## src/rtl/skq_pkg.sv

```systemverilog
// ----------------------------------------------------------------------------
// Sorted key queue package
// Shared types and constants for the sorted key queue and its cells.
// ----------------------------------------------------------------------------
package skq_pkg;

    // Default sizing, handed to the top level as parameter defaults
    localparam int DEPTH_DEF    = 16;
    localparam int KEY_BITS_DEF = 32;

    // Input request fields, packed from bit 0 upward in s_tdata
    localparam int REQ_W       = 3;
    localparam int KEY_W       = 32;
    localparam int POS_W       = 4;
    localparam int REQ_LSB     = 0;
    localparam int KEY_LSB     = REQ_LSB + REQ_W;
    localparam int POS_LSB     = KEY_LSB + KEY_W;
    localparam int IN_FIELDS_W = POS_LSB + POS_W;
    localparam int S_TDATA_W   = ((IN_FIELDS_W + 7) / 8) * 8;

    // Result fields, packed from bit 0 upward in m_tdata
    localparam int OK_W         = 1;
    localparam int VALUE_W      = 32;
    localparam int COUNT_W      = 5;
    localparam int OUT_FIELDS_W = OK_W + VALUE_W + COUNT_W;
    localparam int M_TDATA_W    = ((OUT_FIELDS_W + 7) / 8) * 8;
    localparam int OUT_PAD_W    = M_TDATA_W - OUT_FIELDS_W;

    // Register port
    localparam int APB_ADDR_W = 3;
    localparam int APB_DATA_W = 32;

    // Register word index (paddr[2])
    localparam logic REG_ORDER_EN = 1'b0;

    // Request codes
    typedef enum logic [REQ_W-1:0] {
        REQ_PUSH   = 3'd0,
        REQ_POP    = 3'd1,
        REQ_INSERT = 3'd2,
        REQ_ERASE  = 3'd3,
        REQ_READ   = 3'd4,
        REQ_CLEAR  = 3'd5
    } req_t;

    // Command broadcast to every cell of the chain
    typedef enum logic [1:0] {
        CELL_HOLD,
        CELL_WRITE,
        CELL_REMOVE,
        CELL_INSERT
    } cell_op_t;

    // Controller states
    typedef enum logic [3:0] {
        S_IDLE = 4'b0001,
        S_INS  = 4'b0010,
        S_ERA  = 4'b0100,
        S_DONE = 4'b1000
    } state_t;

endpackage

```

## src/rtl/sorted_key_queue.sv

```systemverilog
// ----------------------------------------------------------------------------
// Sorted key queue
// Bounded queue of unsigned keys held in a row of cells, with push, pop,
// sorted insert, erase, indexed read and clear requests.
// ----------------------------------------------------------------------------
// The queue holds up to DEPTH keys in a chain of cells, cell 0 being the head.
// Every request gives exactly one result (ok, value, count). Push, pop, read,
// clear and any failed or undefined request update the cells and the result
// registers at the accepting edge; the result then moves into the output
// register once that register is free. Sorted insert walks a scan pointer
// down the chain one cell per cycle until it finds the first entry not
// greater than the key (or the tail), then writes the key there and shifts
// the cells behind it. Erase walks the same pointer over every entry; on a
// match it holds the pointer while the cells behind it close the gap and the
// count drops. The queue takes one request at a time and accepts the next
// one as soon as the previous result sits in the output register, even if
// that result has not been taken yet. Sorted insert and erase fail unless
// order_enabled (register 0, byte address 0) is set. Slot contents are not
// cleared at reset; the entry count is.
// ----------------------------------------------------------------------------
module sorted_key_queue
    import skq_pkg::*;
#(
    parameter int DEPTH    = DEPTH_DEF,
    parameter int KEY_BITS = KEY_BITS_DEF
)
(
    input  logic                  clk,
    input  logic                  rst_n,

    // Request stream
    input  logic                  s_tvalid,
    output logic                  s_tready,
    input  logic [S_TDATA_W-1:0]  s_tdata,   // req_type[2:0], key[34:3], position[38:35]

    // Result stream
    output logic                  m_tvalid,
    input  logic                  m_tready,
    output logic [M_TDATA_W-1:0]  m_tdata,   // ok[0], value[32:1], count[37:33]

    // Register port
    input  logic                  psel,
    input  logic                  penable,
    input  logic                  pwrite,
    input  logic [APB_ADDR_W-1:0] paddr,
    input  logic [APB_DATA_W-1:0] pwdata,
    output logic [APB_DATA_W-1:0] prdata,
    output logic                  pready
);

    localparam int IDX_W = (DEPTH > 1) ? $clog2(DEPTH) : 1;
    localparam int CNT_W = $clog2(DEPTH + 1);
    localparam int CMP_W = (CNT_W > POS_W) ? CNT_W : POS_W;

    // ------------------------------------------------------------------------
    // Registers
    // ------------------------------------------------------------------------
    state_t                state_reg,     state_next;
    logic [CNT_W-1:0]      count_reg,     count_next;
    logic [CNT_W-1:0]      ptr_reg,       ptr_next;
    logic [KEY_BITS-1:0]   key_reg,       key_next;
    logic                  hit_reg,       hit_next;
    logic                  res_ok_reg,    res_ok_next;
    logic [VALUE_W-1:0]    res_value_reg, res_value_next;
    logic [COUNT_W-1:0]    res_count_reg, res_count_next;
    logic                  out_valid_reg, out_valid_next;
    logic [M_TDATA_W-1:0]  out_data_reg,  out_data_next;
    logic                  order_en_reg;

    // ------------------------------------------------------------------------
    // Cell chain
    // ------------------------------------------------------------------------
    cell_op_t              cell_op;
    logic [IDX_W-1:0]      cell_ptr;
    logic [KEY_BITS-1:0]   cell_key;
    logic [KEY_BITS-1:0]   slot_q    [DEPTH];
    logic [KEY_BITS-1:0]   prev_q    [DEPTH];
    logic [KEY_BITS-1:0]   next_q    [DEPTH];
    logic [DEPTH-1:0]      gt_vec;
    logic [DEPTH-1:0]      eq_vec;

    genvar g;
    generate
        for (g = 0; g < DEPTH; g++)
        begin : g_cell
            // The ends of the chain feed themselves; those inputs never matter
            if (g == 0)
            begin : g_head
                assign prev_q[g] = slot_q[g];
            end
            else
            begin : g_body
                assign prev_q[g] = slot_q[g-1];
            end

            if (g == DEPTH - 1)
            begin : g_tail
                assign next_q[g] = slot_q[g];
            end
            else
            begin : g_inner
                assign next_q[g] = slot_q[g+1];
            end

            skq_cell #(
                .KEY_BITS (KEY_BITS),
                .IDX_W    (IDX_W),
                .INDEX    (g)
            ) u_cell (
                .clk       (clk),
                .op        (cell_op),
                .ptr       (cell_ptr),
                .key       (cell_key),
                .prev_slot (prev_q[g]),
                .next_slot (next_q[g]),
                .slot      (slot_q[g]),
                .gt        (gt_vec[g]),
                .eq        (eq_vec[g])
            );
        end
    endgenerate

    // ------------------------------------------------------------------------
    // Request fields and status
    // ------------------------------------------------------------------------
    logic [REQ_W-1:0]    in_req;
    logic [KEY_W-1:0]    in_key;
    logic [POS_W-1:0]    in_pos;
    logic [KEY_BITS-1:0] in_key_k;
    logic [IDX_W-1:0]    read_idx;
    logic                read_hit;
    logic                full;
    logic                empty;
    logic [IDX_W-1:0]    ptr_idx;
    logic [IDX_W-1:0]    count_idx;
    logic                out_free;

    assign in_req    = s_tdata[REQ_LSB +: REQ_W];
    assign in_key    = s_tdata[KEY_LSB +: KEY_W];
    assign in_pos    = s_tdata[POS_LSB +: POS_W];
    assign in_key_k  = KEY_BITS'(in_key);
    assign read_idx  = IDX_W'(in_pos);
    assign read_hit  = (CMP_W'(in_pos) < CMP_W'(count_reg));
    assign full      = (count_reg == CNT_W'(DEPTH));
    assign empty     = (count_reg == '0);
    assign ptr_idx   = ptr_reg[IDX_W-1:0];
    assign count_idx = count_reg[IDX_W-1:0];
    assign out_free  = !out_valid_reg || m_tready;

    // ------------------------------------------------------------------------
    // Controller: decode requests, step the scan pointer, drive the cells
    // ------------------------------------------------------------------------
    always_comb
    begin
        state_next     = state_reg;
        count_next     = count_reg;
        ptr_next       = ptr_reg;
        key_next       = key_reg;
        hit_next       = hit_reg;
        res_ok_next    = res_ok_reg;
        res_value_next = res_value_reg;
        res_count_next = res_count_reg;
        out_valid_next = out_valid_reg && !m_tready;
        out_data_next  = out_data_reg;
        cell_op        = CELL_HOLD;
        cell_ptr       = '0;
        cell_key       = key_reg;

        unique case (state_reg)
            S_IDLE:
            begin
                if (s_tvalid)
                begin
                    // Failed and undefined requests fall through with ok low
                    key_next       = in_key_k;
                    cell_key       = in_key_k;
                    res_ok_next    = 1'b0;
                    res_value_next = '0;
                    state_next     = S_DONE;
                    unique case (req_t'(in_req))
                        REQ_PUSH:
                        begin
                            if (!full)
                            begin
                                cell_op     = CELL_WRITE;
                                cell_ptr    = count_idx;
                                count_next  = count_reg + CNT_W'(1);
                                res_ok_next = 1'b1;
                            end
                        end
                        REQ_POP:
                        begin
                            if (!empty)
                            begin
                                res_value_next = VALUE_W'(slot_q[0]);
                                cell_op        = CELL_REMOVE;
                                cell_ptr       = '0;
                                count_next     = count_reg - CNT_W'(1);
                                res_ok_next    = 1'b1;
                            end
                        end
                        REQ_INSERT:
                        begin
                            if (order_en_reg && !full)
                            begin
                                ptr_next   = '0;
                                state_next = S_INS;
                            end
                        end
                        REQ_ERASE:
                        begin
                            if (order_en_reg && !empty)
                            begin
                                ptr_next   = '0;
                                hit_next   = 1'b0;
                                state_next = S_ERA;
                            end
                        end
                        REQ_READ:
                        begin
                            if (read_hit)
                            begin
                                res_value_next = VALUE_W'(slot_q[read_idx]);
                                res_ok_next    = 1'b1;
                            end
                        end
                        REQ_CLEAR:
                        begin
                            count_next  = '0;
                            res_ok_next = 1'b1;
                        end
                        default:
                        begin
                            res_ok_next = 1'b0;
                        end
                    endcase
                    res_count_next = COUNT_W'(count_next);
                end
            end

            S_INS:
            begin
                // Stop at the first entry not greater than the key, or the tail
                if (ptr_reg == count_reg || !gt_vec[ptr_idx])
                begin
                    cell_op        = CELL_INSERT;
                    cell_ptr       = ptr_idx;
                    count_next     = count_reg + CNT_W'(1);
                    res_ok_next    = 1'b1;
                    res_count_next = COUNT_W'(count_reg + CNT_W'(1));
                    state_next     = S_DONE;
                end
                else
                begin
                    ptr_next = ptr_reg + CNT_W'(1);
                end
            end

            S_ERA:
            begin
                if (ptr_reg == count_reg)
                begin
                    res_ok_next    = hit_reg;
                    res_count_next = COUNT_W'(count_reg);
                    state_next     = S_DONE;
                end
                else if (eq_vec[ptr_idx])
                begin
                    // Drop the match and hold the pointer: the next entry
                    // slides into this cell
                    cell_op    = CELL_REMOVE;
                    cell_ptr   = ptr_idx;
                    count_next = count_reg - CNT_W'(1);
                    hit_next   = 1'b1;
                end
                else
                begin
                    ptr_next = ptr_reg + CNT_W'(1);
                end
            end

            S_DONE:
            begin
                // Hand the result to the output register once it is free
                if (out_free)
                begin
                    out_data_next  = {{OUT_PAD_W{1'b0}}, res_count_reg,
                                      res_value_reg, res_ok_reg};
                    out_valid_next = 1'b1;
                    state_next     = S_IDLE;
                end
            end

            default:
            begin
                state_next = S_IDLE;
            end
        endcase
    end

    always_ff @(posedge clk or negedge rst_n)
    begin
        if (!rst_n)
        begin
            state_reg     <= S_IDLE;
            count_reg     <= '0;
            out_valid_reg <= 1'b0;
        end
        else
        begin
            state_reg     <= state_next;
            count_reg     <= count_next;
            out_valid_reg <= out_valid_next;
        end
    end

    // Payload and scan registers need no reset
    always_ff @(posedge clk)
    begin
        ptr_reg       <= ptr_next;
        key_reg       <= key_next;
        hit_reg       <= hit_next;
        res_ok_reg    <= res_ok_next;
        res_value_reg <= res_value_next;
        res_count_reg <= res_count_next;
        out_data_reg  <= out_data_next;
    end

    assign s_tready = (state_reg == S_IDLE);
    assign m_tvalid = out_valid_reg;
    assign m_tdata  = out_data_reg;

    // ------------------------------------------------------------------------
    // Register port: order_enabled at word index 0
    // ------------------------------------------------------------------------
    always_ff @(posedge clk or negedge rst_n)
    begin
        if (!rst_n)
        begin
            order_en_reg <= 1'b0;
        end
        else if (psel && penable && pwrite && pready && (paddr[2] == REG_ORDER_EN))
        begin
            order_en_reg <= pwdata[0];
        end
    end

    assign pready = 1'b1;
    assign prdata = (paddr[2] == REG_ORDER_EN) ? APB_DATA_W'(order_en_reg) : '0;

endmodule

```

## src/rtl/skq_cell.sv

```systemverilog
// ----------------------------------------------------------------------------
// Sorted key queue cell
// Holds one key, compares it against the broadcast key and takes a key from
// the broadcast bus or from a neighbor cell as the command asks.
// ----------------------------------------------------------------------------
module skq_cell
    import skq_pkg::*;
#(
    parameter int KEY_BITS = KEY_BITS_DEF,
    parameter int IDX_W    = 4,
    parameter int INDEX    = 0
)
(
    input  logic                clk,
    input  cell_op_t            op,
    input  logic [IDX_W-1:0]    ptr,
    input  logic [KEY_BITS-1:0] key,
    input  logic [KEY_BITS-1:0] prev_slot,
    input  logic [KEY_BITS-1:0] next_slot,
    output logic [KEY_BITS-1:0] slot,
    output logic                gt,
    output logic                eq
);

    localparam logic [IDX_W-1:0] MY_IDX = IDX_W'(INDEX);

    logic [KEY_BITS-1:0] slot_reg;
    logic [KEY_BITS-1:0] slot_next;
    logic                at_ptr;
    logic                past_ptr;

    assign at_ptr   = (MY_IDX == ptr);
    assign past_ptr = (MY_IDX > ptr);

    always_comb
    begin
        slot_next = slot_reg;
        case (op)
            CELL_WRITE:
            begin
                if (at_ptr)
                begin
                    slot_next = key;
                end
            end
            CELL_REMOVE:
            begin
                // close the gap: this cell and all behind it pull from the next
                if (at_ptr || past_ptr)
                begin
                    slot_next = next_slot;
                end
            end
            CELL_INSERT:
            begin
                // open a gap: cells behind the slot pull from the previous one
                if (at_ptr)
                begin
                    slot_next = key;
                end
                else if (past_ptr)
                begin
                    slot_next = prev_slot;
                end
            end
            default:
            begin
                slot_next = slot_reg;
            end
        endcase
    end

    always_ff @(posedge clk)
    begin
        slot_reg <= slot_next;
    end

    assign slot = slot_reg;
    assign gt   = (slot_reg > key);
    assign eq   = (slot_reg == key);

endmodule

```

## config.mk

```make
export PLATFORM = sky130hd
export DESIGN_NAME = sorted_key_queue
export DESIGN_NICKNAME = d
export VERILOG_FILES = /design/src/rtl/skq_pkg.sv /design/src/rtl/sorted_key_queue.sv /design/src/rtl/skq_cell.sv
export SDC_FILE = /design/constraint.sdc
export NUM_CORES = 2
export LEC_CHECK = 0
export BUFFER_PORTS_ARGS = -buffer_cell sky130_fd_sc_hd__buf_2
export CORE_MARGIN = 10
export CORE_UTILIZATION = 50
export DETAILED_ROUTE_END_ITERATION = 6
export HOLD_SLACK_MARGIN = 0.05
export PLACE_DENSITY = 0.67
export SLEW_MARGIN = 5
export SYNTH_ARGS = -nofsm -noshare
export SYNTH_HDL_FRONTEND = slang
export SYNTH_SLANG_ARGS = --single-unit
```

## constraint.sdc

```tcl
create_clock -name clk -period 9.8 [get_ports clk]
set_input_delay 1.96 -clock clk [delete_from_list [all_inputs] [get_ports clk]]
set_output_delay 1.96 -clock clk [all_outputs]
set_load 0.01 [all_outputs]
```

## Yosys cells after proc, flatten, opt, wreduce, memory -nomap -nowiden

Index checks and enable logic that the tools add are counted.

- Memories: 0
- Register bits: 637
- Memory bits (writable): 0
- Latch bits: 0
- Memory bits (read-only): 0
- Output and inout port bits: 75
- Logic and storage cells: 378

- Add/sub/neg operators: 3
- Magnitude comparators: 35
- Multiplexer cells: 147
- Divide/modulo/power cells: 0
- Bitwise logic cells: 2
- Equal/unequal tests: 104
- Shift-type cells: 0
- Reduce and logical (&&, ||, !) cells: 60
- $mul: 0

Operators with widths:

| kind | number |
|---|---|
| 2-to-1 mux 32 bit | 67 |
| one-hot mux 32 bit (3 select lines) | 14 |
| == test 32 bit | 16 |
| > comparator 32 bit | 16 |
| one-hot mux 32 bit (2 select lines) | 3 |
| binary-select mux 32 bit (select 4 bit) | 1 |
| != test 2 x 1 -> 1 bit, second input constant | 33 |
| 2-to-1 mux 5 bit | 13 |
| AND reduction 4 bit | 16 |
| one-hot mux 5 bit (3 select lines) | 4 |
| 2-to-1 mux 4 bit | 12 |
| != test 3 x 1 -> 1 bit, second input constant | 16 |
| == test 4 bit, first input constant | 8 |
| > comparator 4 bit, first input constant | 8 |
| logical OR 1 bit | 17 |
| 2-to-1 mux 1 bit | 17 |
| == test 3 x 4 -> 1 bit, first input constant | 4 |
| > comparator 3 x 4 -> 1 bit, first input constant | 4 |
| != test 2 bit, second input constant | 8 |
| one-hot mux 4 bit (4 select lines) | 1 |
| one-hot mux 4 bit (3 select lines) | 1 |
| adder 5 x 1 -> 5 bit, second input constant | 2 |
| 2-to-1 mux 2 bit | 5 |
| one-hot mux 5 bit (2 select lines) | 1 |
| 42 further kinds | 64 |

## Logic depth before layout (Yosys ltp)

- Word-level depth: 13
- Gate-level depth with buffers: 27
- Gate-level depth less buffers: 21

## Hierarchy

A second synthesis with hierarchy kept.

- Cells, all modules: 5,173
- Area, all modules: 50,527.2 sq um

Modules (own cells, without submodules):

| module | times used | seq. area each (sq um) | cells an instance | area an instance (sq um) |
|---|---|---|---|---|
| sorted_key_queue | 1 | 3,379.5 | 700 | 9,476.6 |
| skq_cell at g_cell[8].u_cell | 1 | 960.9 | 290 | 2,743.9 |
| skq_cell at g_cell[10].u_cell | 1 | 960.9 | 268 | 2,741.4 |
| skq_cell at g_cell[4].u_cell | 1 | 960.9 | 286 | 2,722.6 |
| skq_cell at g_cell[0].u_cell | 1 | 960.9 | 290 | 2,622.5 |
| skq_cell at g_cell[11].u_cell | 1 | 960.9 | 289 | 2,529.9 |
| skq_cell at g_cell[12].u_cell | 1 | 960.9 | 276 | 2,528.7 |
| skq_cell at g_cell[14].u_cell | 1 | 960.9 | 280 | 2,528.7 |
| skq_cell at g_cell[9].u_cell | 1 | 960.9 | 280 | 2,526.2 |
| skq_cell at g_cell[13].u_cell | 1 | 960.9 | 278 | 2,524.9 |
| skq_cell at g_cell[6].u_cell | 1 | 960.9 | 279 | 2,524.9 |
| skq_cell at g_cell[5].u_cell | 1 | 960.9 | 279 | 2,523.7 |
| skq_cell at g_cell[3].u_cell | 1 | 960.9 | 279 | 2,521.2 |
| skq_cell at g_cell[2].u_cell | 1 | 960.9 | 289 | 2,519.9 |
| +3 rows | - | - | - | - |

## Worst setup path before layout

No wires, ideal clock.

- Path type: input -> register
- From: in s_tvalid
- To: reg g_cell[2].u_cell.slot_reg[0], enable pin
- Library setup time: 470 ps
- Stages: 21
- Slack: -759 ps
- Arrival time: 10,089 ps
- Cell sequence: nand2_1 inv_2 buf_1 mux2i_1 clkbuf_1 ha_1 nand4_1 or4_1 a2111oi_0 a311oi_1 o21ai_1 and2_1 o21ba_2 a21o_1 buf_2 nand2b_1 clkbuf_1 buf_2 buf_1 nand2_1 o31ai_1

- Cells in the longest elaborated chain, start to end: 13
- Elaborated cells on any way between the ends: 61
- Classes of those cells: order compare (17); eq/ne (23); mux (16); reduce/logical (5)

RTL lines:

| element | line | RTL |
|---|---|---|
| from (decl) | sorted_key_queue.sv:32 | `input logic s_tvalid,` |
| 2-to-1 mux 32 bit | sorted_key_queue.sv:172 | `if (s_tvalid)` |
| 2-to-1 mux 32 bit | - |  |
| > comparator 32 bit | skq_cell.sv:79 | `assign gt = (slot_reg > key);` |
| binary-select mux 1 bit (select 4 bit) | sorted_key_queue.sv:244 | `if (ptr_reg == count_reg \|\| !gt_vec[ptr_idx])` |
| 2-to-1 mux 1 bit (not written as such) | sorted_key_queue.sv:244 |  |
| logical NOT 1 bit | sorted_key_queue.sv:244 |  |
| logical OR 1 bit | sorted_key_queue.sv:244 |  |
| 2-to-1 mux 4 bit | sorted_key_queue.sv:244 |  |
| one-hot mux 4 bit (3 select lines) | sorted_key_queue.sv:169 | `unique case (state_reg)` |
| > comparator 2 x 4 -> 1 bit or == test 2 x 4 -> 1 bit (tied branches) | skq_cell.sv:33, skq_cell.sv:32 |  |
| logical OR 1 bit | skq_cell.sv:49 | `if (at_ptr \|\| past_ptr)` |
| != test 2 x 1 -> 1 bit (no source line) | - |  |
| AND reduction 4 bit (no source line) * | - |  |
| to (signal assigned) | skq_cell.sv:75 | `slot_reg <= slot_next;` |
| to (decl) | skq_cell.sv:27 | `logic [KEY_BITS-1:0] slot_reg;` |

Every way passes the cells marked *; elsewhere a longest branch is shown, timed or not. The select of a mux whose other input is x is not followed.
A chain may end at the register's enable or synchronous reset.

## Worst setup path after layout

- From: in s_tvalid
- To: reg g_cell[9].u_cell.slot_reg[22] (data pin)

- Cells in the longest elaborated chain, start to end: 12
- Elaborated cells on any way between the ends: 57
- Classes of those cells: order compare (16); eq/ne (20); mux (19); reduce/logical (2)

RTL lines:

| element | line | RTL |
|---|---|---|
| 2-to-1 mux 32 bit | sorted_key_queue.sv:172 |  |
| 2-to-1 mux 32 bit | - |  |
| > comparator 32 bit | skq_cell.sv:79 |  |
| binary-select mux 1 bit (select 4 bit) | sorted_key_queue.sv:244 |  |
| 2-to-1 mux 1 bit (not written as such) | sorted_key_queue.sv:244 |  |
| logical NOT 1 bit | sorted_key_queue.sv:244 |  |
| logical OR 1 bit | sorted_key_queue.sv:244 |  |
| 2-to-1 mux 4 bit | sorted_key_queue.sv:244 |  |
| one-hot mux 4 bit (3 select lines) | sorted_key_queue.sv:169 |  |
| == test 4 bit | skq_cell.sv:32 | `assign at_ptr = (MY_IDX == ptr);` |
| 2-to-1 mux 32 bit | skq_cell.sv:57 | `if (at_ptr)` |
| one-hot mux 32 bit (3 select lines) * | skq_cell.sv:38 | `case (op)` |
| named net g_cell[9].u_cell.slot_next[22] | skq_cell.sv:28 | `logic [KEY_BITS-1:0] slot_next;` |
| to (signal assigned) | skq_cell.sv:75 |  |
| to (decl) | skq_cell.sv:27 |  |

The timed path passes the listed nets; every way through them passes the cells marked *. The select of a mux whose other input is x is not followed.

==> qor.csv <==
stage;metric;value;unit
floorplan;initial core utilization;50.41;%
cells_and_area;NumNets Final;4685;
logic_synthesis;synthesized area;45440;um2
cells_and_area;Layout area overhead;11.11;%
grt;pin count of the biggest net entering global routing;177;
setup_path;Crit Reg-Reg Endpoint;g_cell[9].u_cell.slot[22]$_DFFE_PP_;
setup_path;CP endpoint;g_cell[9].u_cell.slot[22]$_DFFE_PP_;
floorplan;Horiz. Die Dim;321.5;um
grt;global-route wire length before repair;232.3;mm
route;Via density;7.089;
logic_synthesis;Post-synth ARST share;1.727;%
route;DRC violations left;1;
power;Flop pwr share;29.2;%
timing;crit path time final;8.434;ns
timing;Fin. Hold Viols;0;
logic_synthesis;FF+latch count, synth;637;
floorplan;Cell Rows;110;
floorplan;Die Height;321.5;um
timing;Fmax;0.1186;GHz
power;Peak VDD IR;0.1213;mV
setup_path;RR Startpoint;state_reg[3]$_DFFE_PN0P_;
power;sw frac;40.15;%
floorplan;core area;90150;um2
logic_synthesis;leading area contributor after synthesis;edfxtp_1;
power;Pleak;18.79;nW
timing;fin. max-slew vios;0;
min_path;Hold Crit Class;register to register;
route;DR WL/cell;29.18;um
cells_and_area;layout cells sized above 1;15.30;%
place;DP Cell Count;5215;
logic_synthesis;Area contributors post-synth;edfxtp_1, ha_1, mux4_2;
clocking;clock tree sinks;637;
setup_path;crit-path max FO;32;
flow_run;max cap viols;0;
route;WL final;156.2;mm
clocking;CTS tree;yes;
floorplan;die area;103300;um2
logic_synthesis;syn_area_per_cell;11.20;um2
cells_and_area;max reg flops;512;
clocking;clock root cell;clkbuf_16;
setup_path;R2R Setup Slk;1.50;ns
setup_path;Setup CP Type;input port to register;
cells_and_area;n_diodes;0;
clocking;Worst-Skew Late Latency;0.65;ns
run_status;failing checks;design-rule violations;
power;clock power share;20.8;%
place;Post-DP HPWL;115.9;mm
grt;gr ovfl total;0;
route;post-route ant nets;0;
setup_path;CP required;10.29;ns
clocking;CTS H-tree depth;3;
timing;worst relative slew slack;9.369;%
power;Pwr Density;272.0;nW/um2
grt;vias in the first global route;36188;
clocking;CTS resizes;0;
clocking;Post-CTS Setup Bufs;0;
cells_and_area;Register Area;18750;um2
logic_synthesis;synthesized instance count;4059;
place;port bufs;88;
grt;initial antenna violation count;9;
timing;Least-Margin Pin Slew;1.350;ns
setup_path;Reg2Reg Depth;22;
setup_path;CP endpoint kind;register;
timing;Setup TNS Final;0;ns
logic_synthesis;commonest cells in the netlist;edfxtp_1, ha_1, a21oi_1;
cells_and_area;Finished Layout Cells;5353;
clocking;Worst-path clk slew;0.06;ns
logic_synthesis;synth unique cells;103;
clocking;maximum root-to-sink buffer count;3;
cells_and_area;multi-input logic area;25360;um2
run_status;status;complete, but fails checks;
route;Vias;37949;
clocking;cts bufs inserted;75;
logic_synthesis;Synth Flop Type;edfxtp_1;
setup_path;Setup crit start kind;input port;
setup_path;Arr. time, crit path;8.92;ns
logic_synthesis;share of the synthesized area in the top cell type;39.25;%
power;Psw;5.513;mW
timing;final setup skew;0.02862;ns
logic_synthesis;Synth warnings;0;
grt;overall routing resource usage;29.26;%
place;gp weighted congestion;1.013;
route;1st-iter DRT viols;5788;
timing;RSZ-0062 raised after global routing;no;
floorplan;Ports;157;
setup_path;CP startpoint;s_tvalid;
logic_synthesis;top-count cell post-synth;edfxtp_1;
clocking;cts hold-fix bufs;0;
timing;number of setup violations in the final report;0;
timing;Final period util;86.06;%
power;Int Power;8.219;mW
cells_and_area;filler instances;7575;
logic_synthesis;Post-synth EDFFs;594;
route;drt pass-1 iters;7;
power;Gate power share;50.1;%
logic_synthesis;post-synthesis sequential area ratio;41.27;%
## critical path: stages
cell,delay (ns)
buf_2,0.12
nand2_1,0.14
inv_6,0.36
buf_4,0.33
mux2i_4,0.65
buf_4,0.29
ha_1,0.15
nand2_1,0.06
nor2_1,0.33
and4_1,0.28
nand2_1,0.06
nor4_1,0.48
nor2_1,0.09
a41oi_1,0.71
a21bo_2,0.31
o31a_1,0.67
a21o_2,0.46
nor2_4,0.12
a31oi_4,0.93
a221o_1,0.29
## worst min-delay path by stage
stage                                startpoint               endpoint  slack (ns)  depth (start not counted)
floorplan                  res_ok_reg$_DFFE_PP_   m_tdata[0]$_DFFE_PP_        0.40                          0
global placement     res_count_reg[3]$_DFFE_PP_  m_tdata[36]$_DFFE_PP_        0.40                          0
detailed placement         res_ok_reg$_DFFE_PP_   m_tdata[0]$_DFFE_PP_        0.40                          0
CTS                  res_value_reg[2]$_DFFE_PP_   m_tdata[3]$_DFFE_PP_        0.42                          0
global route         res_count_reg[1]$_DFFE_PP_  m_tdata[34]$_DFFE_PP_        0.43                          0
finish              res_value_reg[27]$_DFFE_PP_  m_tdata[28]$_DFFE_PP_        0.42                          0
## cell families (layout without fill, tap and decap cells)
kind of cell | after synthesis | count (layout) | share of synthesized area (%)
mux | 227 | 227 | 9.488
buf+inv | 469 | 555 | 4.612
other cells | 2 | 34 | 0.01653
simple gates | 839 | 839 | 8.935
fa+ha+maj | 496 | 496 | 13.61
flops | 637 | 637 | 41.27
xor+xnor | 16 | 16 | 0.3084
compound gates | 1373 | 1373 | 21.76
## placed cells by master (no fill, tap or decap), drive strengths merged, types with 17 or more instances in the layout
| cell | instances |
|---|---|
| edfxtp | 594 |
| ha | 487 |
| a21oi | 360 |
| a221o | 322 |
| nor2 | 305 |
| o21ai | 265 |
| buf | 262 |
| nand2 | 188 |
| mux4 | 160 |
| inv | 152 |
| clkbuf | 119 |
| nand4 | 102 |
| a22oi | 100 |
| a21o | 65 |
| nand3 | 56 |
| nor3 | 48 |
| a211oi | 41 |
| o221ai | 39 |
| mux2i | 37 |
| conb | 34 |
| dfxtp | 32 |
| mux2 | 30 |
| a31oi | 27 |
| nor4 | 26 |
| a2111oi | 22 |
| o211ai | 19 |
| nor2b | 19 |
| clkinv | 19 |
| or3 | 17 |
## layer usage
metal | up-vias | GRT usage [%] | share of wire (%)
li1 | 16548 | - | -
met1 | 18617 | 40.06 | 40
met2 | 2469 | 43.91 | 44
met3 | 303 | 7.328 | 12
met4 | 12 | 11.95 | 4.3
met5 | - | 0 | 0.047
## stage by stage
stage	hold WS, ns	instance area (um2)	util, %	worst slack [ns]	power [mW]
after floorplan	0.4003	45590	-	0.07709	8.413
after global placement	0.4016	48060	53.31	1.055	10.48
after detailed placement	0.4045	48060	53.31	1.016	10.73
after CTS	0.4176	50490	56.01	1.647	13.60
after global routing	0.4253	50490	56.01	1.195	14.53
final	0.4156	50490	56.01	1.366	13.73
## power by group through the flow
| stage | combinational, mW | clock [mW] | sequential (mW) |
|---|---|---|---|
| floorplan | 4.49 | 0 | 3.92 |
| global placement | 6.44 | 0 | 4.04 |
| detailed placement | 6.68 | 0 | 4.05 |
| CTS | 6.73 | 2.88 | 3.99 |
| global route | 7.52 | 2.98 | 4.03 |
| finish | 6.88 | 2.85 | 4.00 |
## area by class of cell
cell class / count / share of cell area [%]
Clock buffer: 118 / 4.488
Tap cell: 1176 / 2.914
Inverter: 154 / 1.160
Clock inverter: 20 / 0.3296
Sequential cell: 637 / 37.14
Multi-Input combinational cell: 2985 / 50.24
Timing Repair Buffer: 263 / 3.727
No activity file was read; power rests on OpenSTA's default activity.
